## src/hw/rtl/stbr_pkg.sv

```systemverilog
// Shared types and constants for the STUN binding response parser.
package stbr_pkg;

    localparam int unsigned BYTE_W   = 8;
    localparam int unsigned POS_W    = 17;
    localparam int unsigned CFG_AW   = 5;
    localparam int unsigned CFG_DW   = 64;
    localparam int unsigned OUT_DW   = 56;
    localparam int unsigned RES_W    = 49;
    localparam int unsigned HDR_LEN  = 20;

    localparam logic [POS_W-1:0] POS_CAP   = 17'd65556;
    localparam logic [POS_W-1:0] POS_HDR   = 17'd20;
    localparam logic [POS_W-1:0] POS_ID    = 17'd8;

    localparam logic [31:0] COOKIE_RESET   = 32'h2112_A442;

    localparam logic [15:0] MSG_BIND_OK    = 16'h0101;
    localparam logic [15:0] ATTR_XOR       = 16'h0020;
    localparam logic [15:0] ATTR_XOR_OLD   = 16'h8020;
    localparam logic [15:0] ATTR_MAPPED    = 16'h0001;
    localparam logic [7:0]  ADDR_FAMILY_V4 = 8'h01;
    localparam logic [7:0]  TOP_BITS_MASK  = 8'hc0;
    localparam logic [15:0] LEN_MASK       = 16'h0003;
    localparam logic [15:0] ADDR_MIN_LEN   = 16'd8;

    localparam logic [1:0]  REG_COOKIE     = 2'd0;
    localparam logic [1:0]  REG_ID_HIGH    = 2'd1;
    localparam logic [1:0]  REG_ID_LOW     = 2'd2;

    typedef enum logic [2:0] {
        ST_XOR_OK    = 3'd0,
        ST_PLAIN_OK  = 3'd1,
        ST_NOT_STUN  = 3'd2,
        ST_WRONG_TYP = 3'd3,
        ST_ID_BAD    = 3'd4,
        ST_NO_ADDR   = 3'd5
    } status_t;

    typedef enum logic [1:0] {
        PH_HDR   = 2'd0,
        PH_VALUE = 2'd1,
        PH_PAD   = 2'd2
    } phase_t;

    typedef struct packed {
        logic [31:0] cookie;
        logic [31:0] id_high;
        logic [63:0] id_low;
    } cfg_t;

    typedef struct packed {
        logic        found;
        status_t     status;
        logic [31:0] ipv4;
        logic [15:0] port;
    } res_t;

endpackage

```

## src/hw/rtl/stbr_cfg.sv

```systemverilog
// Configuration register file with an APB-style access port.
module stbr_cfg
(
    input  logic                       clk,
    input  logic                       rst_n,
    input  logic                       psel,
    input  logic                       penable,
    input  logic                       pwrite,
    input  logic [stbr_pkg::CFG_AW-1:0] paddr,
    input  logic [stbr_pkg::CFG_DW-1:0] pwdata,
    output logic [stbr_pkg::CFG_DW-1:0] prdata,
    output logic                       pready,
    output stbr_pkg::cfg_t             cfg
);
    import stbr_pkg::*;

    logic [31:0] cookie_reg;
    logic [31:0] id_high_reg;
    logic [63:0] id_low_reg;
    logic        wr_en;
    logic [1:0]  reg_idx;

    assign pready  = 1'b1;
    assign wr_en   = psel & penable & pwrite & pready;
    assign reg_idx = paddr[4:3];

    always_ff @(posedge clk or negedge rst_n)
    begin
        if (!rst_n)
        begin
            cookie_reg  <= COOKIE_RESET;
            id_high_reg <= '0;
            id_low_reg  <= '0;
        end
        else if (wr_en)
        begin
            case (reg_idx)
                REG_COOKIE:  cookie_reg  <= pwdata[31:0];
                REG_ID_HIGH: id_high_reg <= pwdata[31:0];
                REG_ID_LOW:  id_low_reg  <= pwdata;
                default:     ;
            endcase
        end
    end

    always_comb
    begin
        case (reg_idx)
            REG_COOKIE:  prdata = {32'd0, cookie_reg};
            REG_ID_HIGH: prdata = {32'd0, id_high_reg};
            REG_ID_LOW:  prdata = id_low_reg;
            default:     prdata = '0;
        endcase
    end

    assign cfg.cookie  = cookie_reg;
    assign cfg.id_high = id_high_reg;
    assign cfg.id_low  = id_low_reg;

endmodule

```

## src/hw/rtl/stbr_parse.sv

```systemverilog
// Per-datagram header check, attribute walk and result selection.
module stbr_parse
(
    input  logic                        clk,
    input  logic                        rst_n,
    input  logic                        step,
    input  logic [stbr_pkg::BYTE_W-1:0] data_byte,
    input  logic                        last_byte,
    input  stbr_pkg::cfg_t              cfg,
    output stbr_pkg::res_t              res
);
    import stbr_pkg::*;

    logic [POS_W-1:0] pos_reg, pos_next;
    logic [15:0]      type_reg, type_next;
    logic [15:0]      dlen_reg, dlen_next;
    logic [3:0]       flags_reg, flags_next;
    phase_t           phase_reg, phase_next;
    logic [15:0]      atype_reg, atype_next;
    logic [15:0]      alen_reg, alen_next;
    logic [15:0]      aoff_reg, aoff_next;
    logic [7:0]       fam_reg, fam_next;
    logic [15:0]      vport_reg, vport_next;
    logic [31:0]      vaddr_reg, vaddr_next;
    logic [RES_W-1:0] xres_reg, xres_next;
    logic [RES_W-1:0] pres_reg, pres_next;
    logic             stop_reg, stop_next;

    logic [127:0]     hdr_vec;
    logic [3:0]       hdr_k;
    logic [7:0]       exp_byte;
    logic [POS_W-1:0] total;
    logic [16:0]      off_inc;
    logic [15:0]      pad_inc;
    logic [1:0]       pad;
    logic             finish;
    logic             is_xor;
    logic             is_plain;
    logic [15:0]      mport;
    logic [31:0]      maddr;
    logic             addr_ok;
    logic             not_stun;

    assign hdr_vec  = {cfg.cookie, cfg.id_high, cfg.id_low};
    assign hdr_k    = pos_reg[3:0] - 4'd4;
    assign exp_byte = hdr_vec[{~hdr_k, 3'b000} +: 8];
    assign total    = POS_HDR + {1'b0, dlen_reg};
    assign off_inc  = {1'b0, aoff_reg} + 17'd1;
    assign pad_inc  = aoff_reg + 16'd1;
    assign pad      = 2'd0 - alen_reg[1:0];

    always_comb
    begin
        pos_next   = (pos_reg < POS_CAP) ? pos_reg + 17'd1 : pos_reg;
        type_next  = type_reg;
        dlen_next  = dlen_reg;
        flags_next = flags_reg;
        phase_next = phase_reg;
        atype_next = atype_reg;
        alen_next  = alen_reg;
        aoff_next  = aoff_reg;
        fam_next   = fam_reg;
        vport_next = vport_reg;
        vaddr_next = vaddr_reg;
        stop_next  = stop_reg;
        finish     = 1'b0;

        if (pos_reg < POS_HDR)
        begin
            case (pos_reg[4:0])
                5'd0:
                begin
                    if ((data_byte & TOP_BITS_MASK) != 8'd0)
                    begin
                        flags_next[0] = 1'b1;
                    end
                    type_next = {data_byte, 8'd0};
                end
                5'd1: type_next[7:0] = data_byte;
                5'd2: dlen_next = {data_byte, 8'd0};
                5'd3:
                begin
                    dlen_next[7:0] = data_byte;
                    if ((dlen_next & LEN_MASK) != 16'd0)
                    begin
                        flags_next[3] = 1'b1;
                    end
                end
                default:
                begin
                    if (exp_byte != data_byte)
                    begin
                        if (pos_reg < POS_ID)
                        begin
                            flags_next[1] = 1'b1;
                        end
                        else
                        begin
                            flags_next[2] = 1'b1;
                        end
                    end
                end
            endcase
        end
        else if ((pos_reg < POS_CAP) && !stop_reg)
        begin
            case (phase_reg)
                PH_HDR:
                begin
                    case (aoff_reg[1:0])
                        2'd0:    atype_next = {data_byte, 8'd0};
                        2'd1:    atype_next[7:0] = data_byte;
                        2'd2:    alen_next = {data_byte, 8'd0};
                        default: alen_next[7:0] = data_byte;
                    endcase
                    if (aoff_reg[1:0] != 2'd3)
                    begin
                        aoff_next = aoff_reg + 16'd1;
                    end
                    else
                    begin
                        aoff_next  = '0;
                        fam_next   = '0;
                        vport_next = '0;
                        vaddr_next = '0;
                        if ({1'b0, pos_reg} + 18'd1 + {2'b00, alen_next} > {1'b0, total})
                        begin
                            stop_next = 1'b1;
                        end
                        else if (alen_next != 16'd0)
                        begin
                            phase_next = PH_VALUE;
                        end
                    end
                end
                PH_VALUE:
                begin
                    if (aoff_reg == 16'd1)
                    begin
                        fam_next = data_byte;
                    end
                    else if ((aoff_reg == 16'd2) || (aoff_reg == 16'd3))
                    begin
                        vport_next = {vport_reg[7:0], data_byte};
                    end
                    else if ((aoff_reg >= 16'd4) && (aoff_reg <= 16'd7))
                    begin
                        vaddr_next = {vaddr_reg[23:0], data_byte};
                    end
                    if (off_inc >= {1'b0, alen_reg})
                    begin
                        finish    = 1'b1;
                        aoff_next = '0;
                        phase_next = (alen_reg[1:0] != 2'd0) ? PH_PAD : PH_HDR;
                    end
                    else
                    begin
                        aoff_next = off_inc[15:0];
                    end
                end
                PH_PAD:
                begin
                    if (pad_inc >= {14'd0, pad})
                    begin
                        aoff_next  = '0;
                        phase_next = PH_HDR;
                    end
                    else
                    begin
                        aoff_next = pad_inc;
                    end
                end
                default: phase_next = PH_HDR;
            endcase
        end
    end

    assign is_xor   = (atype_reg == ATTR_XOR) || (atype_reg == ATTR_XOR_OLD);
    assign is_plain = (atype_reg == ATTR_MAPPED);
    assign mport    = is_xor ? (vport_next ^ cfg.cookie[31:16]) : vport_next;
    assign maddr    = is_xor ? (vaddr_next ^ cfg.cookie) : vaddr_next;
    assign addr_ok  = finish && (is_xor || is_plain) && (alen_reg >= ADDR_MIN_LEN)
                      && (fam_next == ADDR_FAMILY_V4) && (mport != 16'd0)
                      && (maddr != 32'd0);

    always_comb
    begin
        xres_next = xres_reg;
        pres_next = pres_reg;
        if (addr_ok && is_xor && !xres_reg[RES_W-1])
        begin
            xres_next = {1'b1, mport, maddr};
        end
        if (addr_ok && is_plain && !pres_reg[RES_W-1])
        begin
            pres_next = {1'b1, mport, maddr};
        end
    end

    assign not_stun = flags_next[3] || flags_next[1] || flags_next[0]
                      || (pos_next >= POS_CAP)
                      || (pos_next != POS_HDR + {1'b0, dlen_next});

    always_comb
    begin
        res.found  = 1'b0;
        res.ipv4   = '0;
        res.port   = '0;
        if (not_stun)
        begin
            res.status = ST_NOT_STUN;
        end
        else if (type_next != MSG_BIND_OK)
        begin
            res.status = ST_WRONG_TYP;
        end
        else if (flags_next[2])
        begin
            res.status = ST_ID_BAD;
        end
        else if (xres_next[RES_W-1])
        begin
            res.status = ST_XOR_OK;
            res.found  = 1'b1;
            res.port   = xres_next[47:32];
            res.ipv4   = xres_next[31:0];
        end
        else if (pres_next[RES_W-1])
        begin
            res.status = ST_PLAIN_OK;
            res.found  = 1'b1;
            res.port   = pres_next[47:32];
            res.ipv4   = pres_next[31:0];
        end
        else
        begin
            res.status = ST_NO_ADDR;
        end
    end

    always_ff @(posedge clk or negedge rst_n)
    begin
        if (!rst_n)
        begin
            pos_reg   <= '0;
            type_reg  <= '0;
            dlen_reg  <= '0;
            flags_reg <= '0;
            phase_reg <= PH_HDR;
            atype_reg <= '0;
            alen_reg  <= '0;
            aoff_reg  <= '0;
            fam_reg   <= '0;
            vport_reg <= '0;
            vaddr_reg <= '0;
            xres_reg  <= '0;
            pres_reg  <= '0;
            stop_reg  <= 1'b0;
        end
        else if (step)
        begin
            if (last_byte)
            begin
                pos_reg   <= '0;
                type_reg  <= '0;
                dlen_reg  <= '0;
                flags_reg <= '0;
                phase_reg <= PH_HDR;
                atype_reg <= '0;
                alen_reg  <= '0;
                aoff_reg  <= '0;
                fam_reg   <= '0;
                vport_reg <= '0;
                vaddr_reg <= '0;
                xres_reg  <= '0;
                pres_reg  <= '0;
                stop_reg  <= 1'b0;
            end
            else
            begin
                pos_reg   <= pos_next;
                type_reg  <= type_next;
                dlen_reg  <= dlen_next;
                flags_reg <= flags_next;
                phase_reg <= phase_next;
                atype_reg <= atype_next;
                alen_reg  <= alen_next;
                aoff_reg  <= aoff_next;
                fam_reg   <= fam_next;
                vport_reg <= vport_next;
                vaddr_reg <= vaddr_next;
                xres_reg  <= xres_next;
                pres_reg  <= pres_next;
                stop_reg  <= stop_next;
            end
        end
    end

endmodule

```

## src/hw/rtl/stun_binding_response_parser.sv

```systemverilog
// Top level of the STUN binding response parser.
// The slave stream carries one UDP datagram as a sequence of byte words, with
// s_tlast high on the final byte. The master stream carries one result word
// per datagram, issued for the word that had s_tlast set.
// The user must write the registers (magic cookie and expected transaction id) over
// the APB-style port only while no datagram is in flight; the block does not enforce it.
// Each byte word is taken into an input register, then processed by the parser,
// so the sustained rate is one byte word per clock unless a stalled receiver holds the result register.
// A result appears on the master stream after its final byte word passes
// through the input register and then the result register.
// When the receiver stalls, the result register holds its word; the parser
// keeps taking bytes of the next datagram until that datagram's final byte
// needs the result register, and then s_tready drops until it is free.
// Reset clears the per-datagram state, empties both registers and restores
// the register defaults.
module stun_binding_response_parser
(
    input  logic                         clk,
    input  logic                         rst_n,
    input  logic                         s_tvalid,
    output logic                         s_tready,
    input  logic [7:0]                   s_tdata,   // data_byte
    input  logic                         s_tlast,   // last_byte
    output logic                         m_tvalid,
    input  logic                         m_tready,
    output logic [stbr_pkg::OUT_DW-1:0]  m_tdata,   // endpoint_found, parse_status,
                                                    // mapped_ipv4, mapped_port, zero fill
    input  logic                         psel,
    input  logic                         penable,
    input  logic                         pwrite,
    input  logic [stbr_pkg::CFG_AW-1:0]  paddr,
    input  logic [stbr_pkg::CFG_DW-1:0]  pwdata,
    output logic [stbr_pkg::CFG_DW-1:0]  prdata,
    output logic                         pready
);
    import stbr_pkg::*;

    cfg_t        cfg;
    res_t        res;
    logic        in_valid_reg;
    logic [7:0]  in_byte_reg;
    logic        in_last_reg;
    logic        out_valid_reg;
    res_t        out_res_reg;
    logic        advance;

    stbr_cfg u_cfg
    (
        .clk     (clk),
        .rst_n   (rst_n),
        .psel    (psel),
        .penable (penable),
        .pwrite  (pwrite),
        .paddr   (paddr),
        .pwdata  (pwdata),
        .prdata  (prdata),
        .pready  (pready),
        .cfg     (cfg)
    );

    stbr_parse u_parse
    (
        .clk       (clk),
        .rst_n     (rst_n),
        .step      (advance),
        .data_byte (in_byte_reg),
        .last_byte (in_last_reg),
        .cfg       (cfg),
        .res       (res)
    );

    assign advance  = in_valid_reg && (!in_last_reg || !out_valid_reg || m_tready);
    assign s_tready = !in_valid_reg || advance;

    always_ff @(posedge clk or negedge rst_n)
    begin
        if (!rst_n)
        begin
            in_valid_reg <= 1'b0;
        end
        else if (s_tready)
        begin
            in_valid_reg <= s_tvalid;
        end
    end

    always_ff @(posedge clk)
    begin
        if (s_tready && s_tvalid)
        begin
            in_byte_reg <= s_tdata;
            in_last_reg <= s_tlast;
        end
    end

    always_ff @(posedge clk or negedge rst_n)
    begin
        if (!rst_n)
        begin
            out_valid_reg <= 1'b0;
        end
        else if (advance && in_last_reg)
        begin
            out_valid_reg <= 1'b1;
        end
        else if (m_tready)
        begin
            out_valid_reg <= 1'b0;
        end
    end

    always_ff @(posedge clk)
    begin
        if (advance && in_last_reg)
        begin
            out_res_reg <= res;
        end
    end

    assign m_tvalid = out_valid_reg;
    assign m_tdata  = {4'd0, out_res_reg.port, out_res_reg.ipv4,
                       out_res_reg.status, out_res_reg.found};

endmodule
```

## config.mk

```make
export PLATFORM = sky130hd
export DESIGN_NAME = stun_binding_response_parser
export DESIGN_NICKNAME = d
export VERILOG_FILES = /design/src/hw/rtl/stbr_pkg.sv /design/src/hw/rtl/stbr_cfg.sv /design/src/hw/rtl/stbr_parse.sv /design/src/hw/rtl/stun_binding_response_parser.sv
export SDC_FILE = /design/constraint.sdc
export NUM_CORES = 1
export LEC_CHECK = 0
export ABC_AREA = 1
export BUFFER_PORTS_ARGS = -buffer_cell sky130_fd_sc_hd__clkbuf_2
export CAP_MARGIN = 25
export CORE_MARGIN = 5
export CORE_UTILIZATION = 49
export CTS_CLUSTER_DIAMETER = 50
export DETAILED_ROUTE_END_ITERATION = 7
export GPL_TIMING_DRIVEN = 0
export PLACE_DENSITY_LB_ADDON = 0.05
export SETUP_SLACK_MARGIN = 0.2
export SYNTH_ARGS = -nofsm -noshare
export SYNTH_HDL_FRONTEND = slang
export SYNTH_SLANG_ARGS = --single-unit
```

## constraint.sdc

```tcl
create_clock -name clk -period 12.8 [get_ports clk]
set_clock_uncertainty 0.05 [all_clocks]
set_input_delay 0.64 -clock clk [delete_from_list [all_inputs] [get_ports clk]]
set_output_delay 0.64 -clock clk [all_outputs]
set_load 0.005 [all_outputs]
```

==> key figures <==
Die
  – IO Count: between 200 and 250
  – Initial Utilization: around half
  – Core box area: roughly 57,000 um2
  – Die Area: 62,460 um2
  – Die W: approximately 250 um
  – Rows: 88
  – Die Y: roughly 250 um

Routing
  – Drt first pass iters: 6
  – # DRC: 0
  – DRT Wirelength: a little over 100 mm
  – Via count: about 28,000
  – Routed Antenna Nets: 0
  – WL/cell: 20.01 um
  – Drt first-iter violations: around 3,000
  – Vias per cell: 5.581

Synth
  – Mean Syn Cell Area: slightly above 7 um2
  – Post-synthesis register bit count: around 450
  – Async SR Flop Fraction: a little under 90%
  – Ys Warns: 0
  – Synthesized area: between 20,000 and 30,000 um2
  – Synth unique cells: 52
  – Post-Syn Instances: ~4,000
  – Sequential element share of the synthesized area: 40.96%
  – Main synth FF type: dfrtp_1
  – Post-synth EDFFs: 61

Timing
  – Max-Slew Margin vs Limit: between 20% and 30%
  – Worst-Margin Slew: between 1 and 1.5 ns
  – Post-layout min period: 6.361 ns
  – Post-route setup TNS: 0 ns
  – Fin. Hold Viols: 0
  – RSZ-0062 raised after global routing: false
  – Final setup fails: 0
  – Fmax: roughly 160 MHz
  – Final slew viol count: 0
  – Final Cycle Share: approximately half

Clock network
  – Max Buffers Root-to-Sink: 3
  – Clock root buffer master: clkbuf_16
  – Setup bufs post-CTS: 0
  – Worst skew pair latency: 0.65 ns
  – CTS H-tree depth: 2
  – CTS tree: done
  – TritonCTS sink count: roughly 450
  – Clk slew on worst S/H paths: 0.06 ns
  – TritonCTS Buffers: approximately 60

Global routing
  – Grt ovf: 0
  – First-pass GRT wire length: 156.2 mm
  – Vias in the first global route: about 27,000
  – Pin count of the biggest net entering global routing: ~110
  – Total global-route track usage: 31.60%
  – Initial antenna violation count: 0

Critical path
  – WP data arrival: 6.82 ns
  – CP Class: register to register
  – Crit-path slowest cell: nor2_1
  – Largest stage delay, worst path: around 0.69 ns
  – CP top delay family: simple AND/OR/NAND/NOR gates
  – Maximum fanout along the worst path: 10
  – Crit end category: register
  – Number of buffers and inverters on the critical path: 3
  – CP required: between 10 and 15 ns
  – CP Launch Type: register
  – Crit-path most repeated cell: nand2_1

Pwr
  – Sw frac: around a third
  – Internal: between 3 and 4 mW
  – Pleak: between 15 and 20 nW
  – Total power: about 4.7 mW
  – Seq pwr share: 36.3%
  – Pwr dens: about 140 nW/um2
  – Psw: about 1.6 mW
  – Peak supply drop: approximately 0.12 mV
  – Combinational power share: around 24%
  – Clock Power Share: about 40%

Place
  – GPL Wtd Cong: ~0.99
  – Placed cell areas: just over 30,000 um2
  – Port Buf Inserts: ~200
  – Post-DP HPWL: approximately 77 mm

Cells and area
  – Most frequent cells in the layout: nand2_1 (1,351), inv_1 (438), dfrtp_1 (379), o21ai_0 (299), nor2_1 (263)
  – N_diodes: 0
  – Layout Utilization: 56.70%
  – Area growth syn-to-layout: 15.33%
  – Fillers: between 5,000 and 6,000
  – Fin nets: roughly 4,400
  – Design area: ~33,000 um2
  – Largest register FFs: 64
  – Layout cells sized above 1: around a tenth
  – Commonest non-fill, non-tap cell in the layout: nand2_1

Outcome
  – Status: finished clean

Worst hold path
  – Worst Hold Class: input port to register

Flow run
  – Max Cap Viol: 0
-- layout make-up --
class | count | area, um2 | share of cell area, %
buffer | 227 | 998.5 | 3.070
clock buffer | 77 | 1732 | 5.324
clock inverter | 39 | 478.0 | 1.469
inverter | 451 | 1693 | 5.205
multi-input combinational | 2884 | 13970 | 42.95
sequential | 449 | 11550 | 35.52
tap | 765 | 957.2 | 2.943
timing repair buffer | 205 | 1145 | 3.520
-- through the flow --
step	std cells	hold slack [ns]	setup WS [ns]
2_1_floorplan	4011	0.2944	7.904
3_3_place_gp	4975	0.4116	1.704
3_5_place_dp	4980	0.4149	6.561
4_1_cts	5097	0.09143	6.501
5_1_grt	5097	0.09346	5.957
6_report	5097	0.1109	6.439
-- cell families after synthesis --
group	after synthesis	share of synthesized area, %
other cells	2	0.02663
simple gates	2066	30.77
flops	449	40.96
buf+inv	678	9.543
xor+xnor	57	1.770
compound gates	687	13.84
fa+ha+maj	69	3.088
-- path summary, 6_finish.rpt --
| kind | slack [ns] | cells past startpoint | end | start |
|---|---|---|---|---|
| worst max-delay path | 6.44 | 32 | u_parse.phase_reg[0] | u_parse.aoff_reg[0] |
| worst max register to register | 6.44 | 32 | u_parse.phase_reg[0] | u_parse.aoff_reg[0] |
| worst min-delay path | 0.11 | 1 | in_byte_reg[4] | s_tdata[4] |
| worst min register to register | 0.43 | 2 | u_parse.pres_reg[11] | u_parse.pres_reg[11] |
| min in group asynchronous | 0.45 | 2 | u_cfg.id_low_reg[53] | rst_n |
| max in group asynchronous | 10.49 | 5 | u_parse.xres_reg[36] | rst_n |
-- what timing repair did --
item                                   in CTS  in global routing
endpoints found under the hold margin      44                  0
hold buffers                                1                  0
resized for setup                           0                  0
-- cell usage after synthesis, types with 5 or more instances --
| cell type | n | share of area [%] |
|---|---|---|
| nand4_1 | 169 | 3.7 |
| inv_2 | 6 | 0.080 |
| xor2_1 | 49 | 1.5 |
| dfrtp_1 | 379 | 34 |
| ha_1 | 68 | 3.0 |
| o211ai_1 | 20 | 0.53 |
| o21ai_1 | 8 | 0.14 |
| nor2_2 | 10 | 0.22 |
| buf_2 | 36 | 0.64 |
| nor4_1 | 15 | 0.33 |
| inv_1 | 439 | 5.8 |
| o31ai_1 | 8 | 0.21 |
| buf_4 | 9 | 0.24 |
| nor2_1 | 263 | 3.5 |
| o221ai_1 | 32 | 0.99 |
| buf_6 | 5 | 0.20 |
| o21a_1 | 6 | 0.16 |
| nand2_1 | 1351 | 18 |
| clkinv_1 | 6 | 0.080 |
| o21ai_0 | 299 | 5.3 |
| nor3_1 | 25 | 0.44 |
| a21oi_1 | 176 | 3.1 |
| buf_1 | 16 | 0.21 |
| edfxtp_1 | 61 | 6.5 |
| a21oi_2 | 22 | 0.68 |
| clkbuf_1 | 157 | 2.1 |
| dfstp_2 | 9 | 0.84 |
| nand3_1 | 196 | 3.5 |
| nand3b_1 | 13 | 0.35 |
| nand2_2 | 13 | 0.29 |
| xnor2_1 | 8 | 0.25 |
| o22ai_1 | 96 | 2.1 |
-- power groups by stage --
| stage | Clock [mW] | Sequential, mW | Combinational, mW |
|---|---|---|---|
| floorplan | 0 | 1.68 | 0.706 |
| global placement | 0 | 1.72 | 1.09 |
| detailed placement | 0 | 1.72 | 1.10 |
| CTS | 1.87 | 1.70 | 1.11 |
| global route | 1.94 | 1.72 | 1.24 |
| finish | 1.85 | 1.70 | 1.13 |
-- metal layers --
| layer | vias up | track usage (%) | share of wire, % |
|---|---|---|---|
| met5 | - | 0 | 0 |
| met1 | 13160 | 45.23 | 43 |
| met4 | 0 | 12.57 | 4.8 |
| li1 | 13700 | - | - |
| met3 | 277 | 6.701 | 9.1 |
| met2 | 1309 | 47.04 | 43 |
No activity file was read; power rests on OpenSTA's default activity.
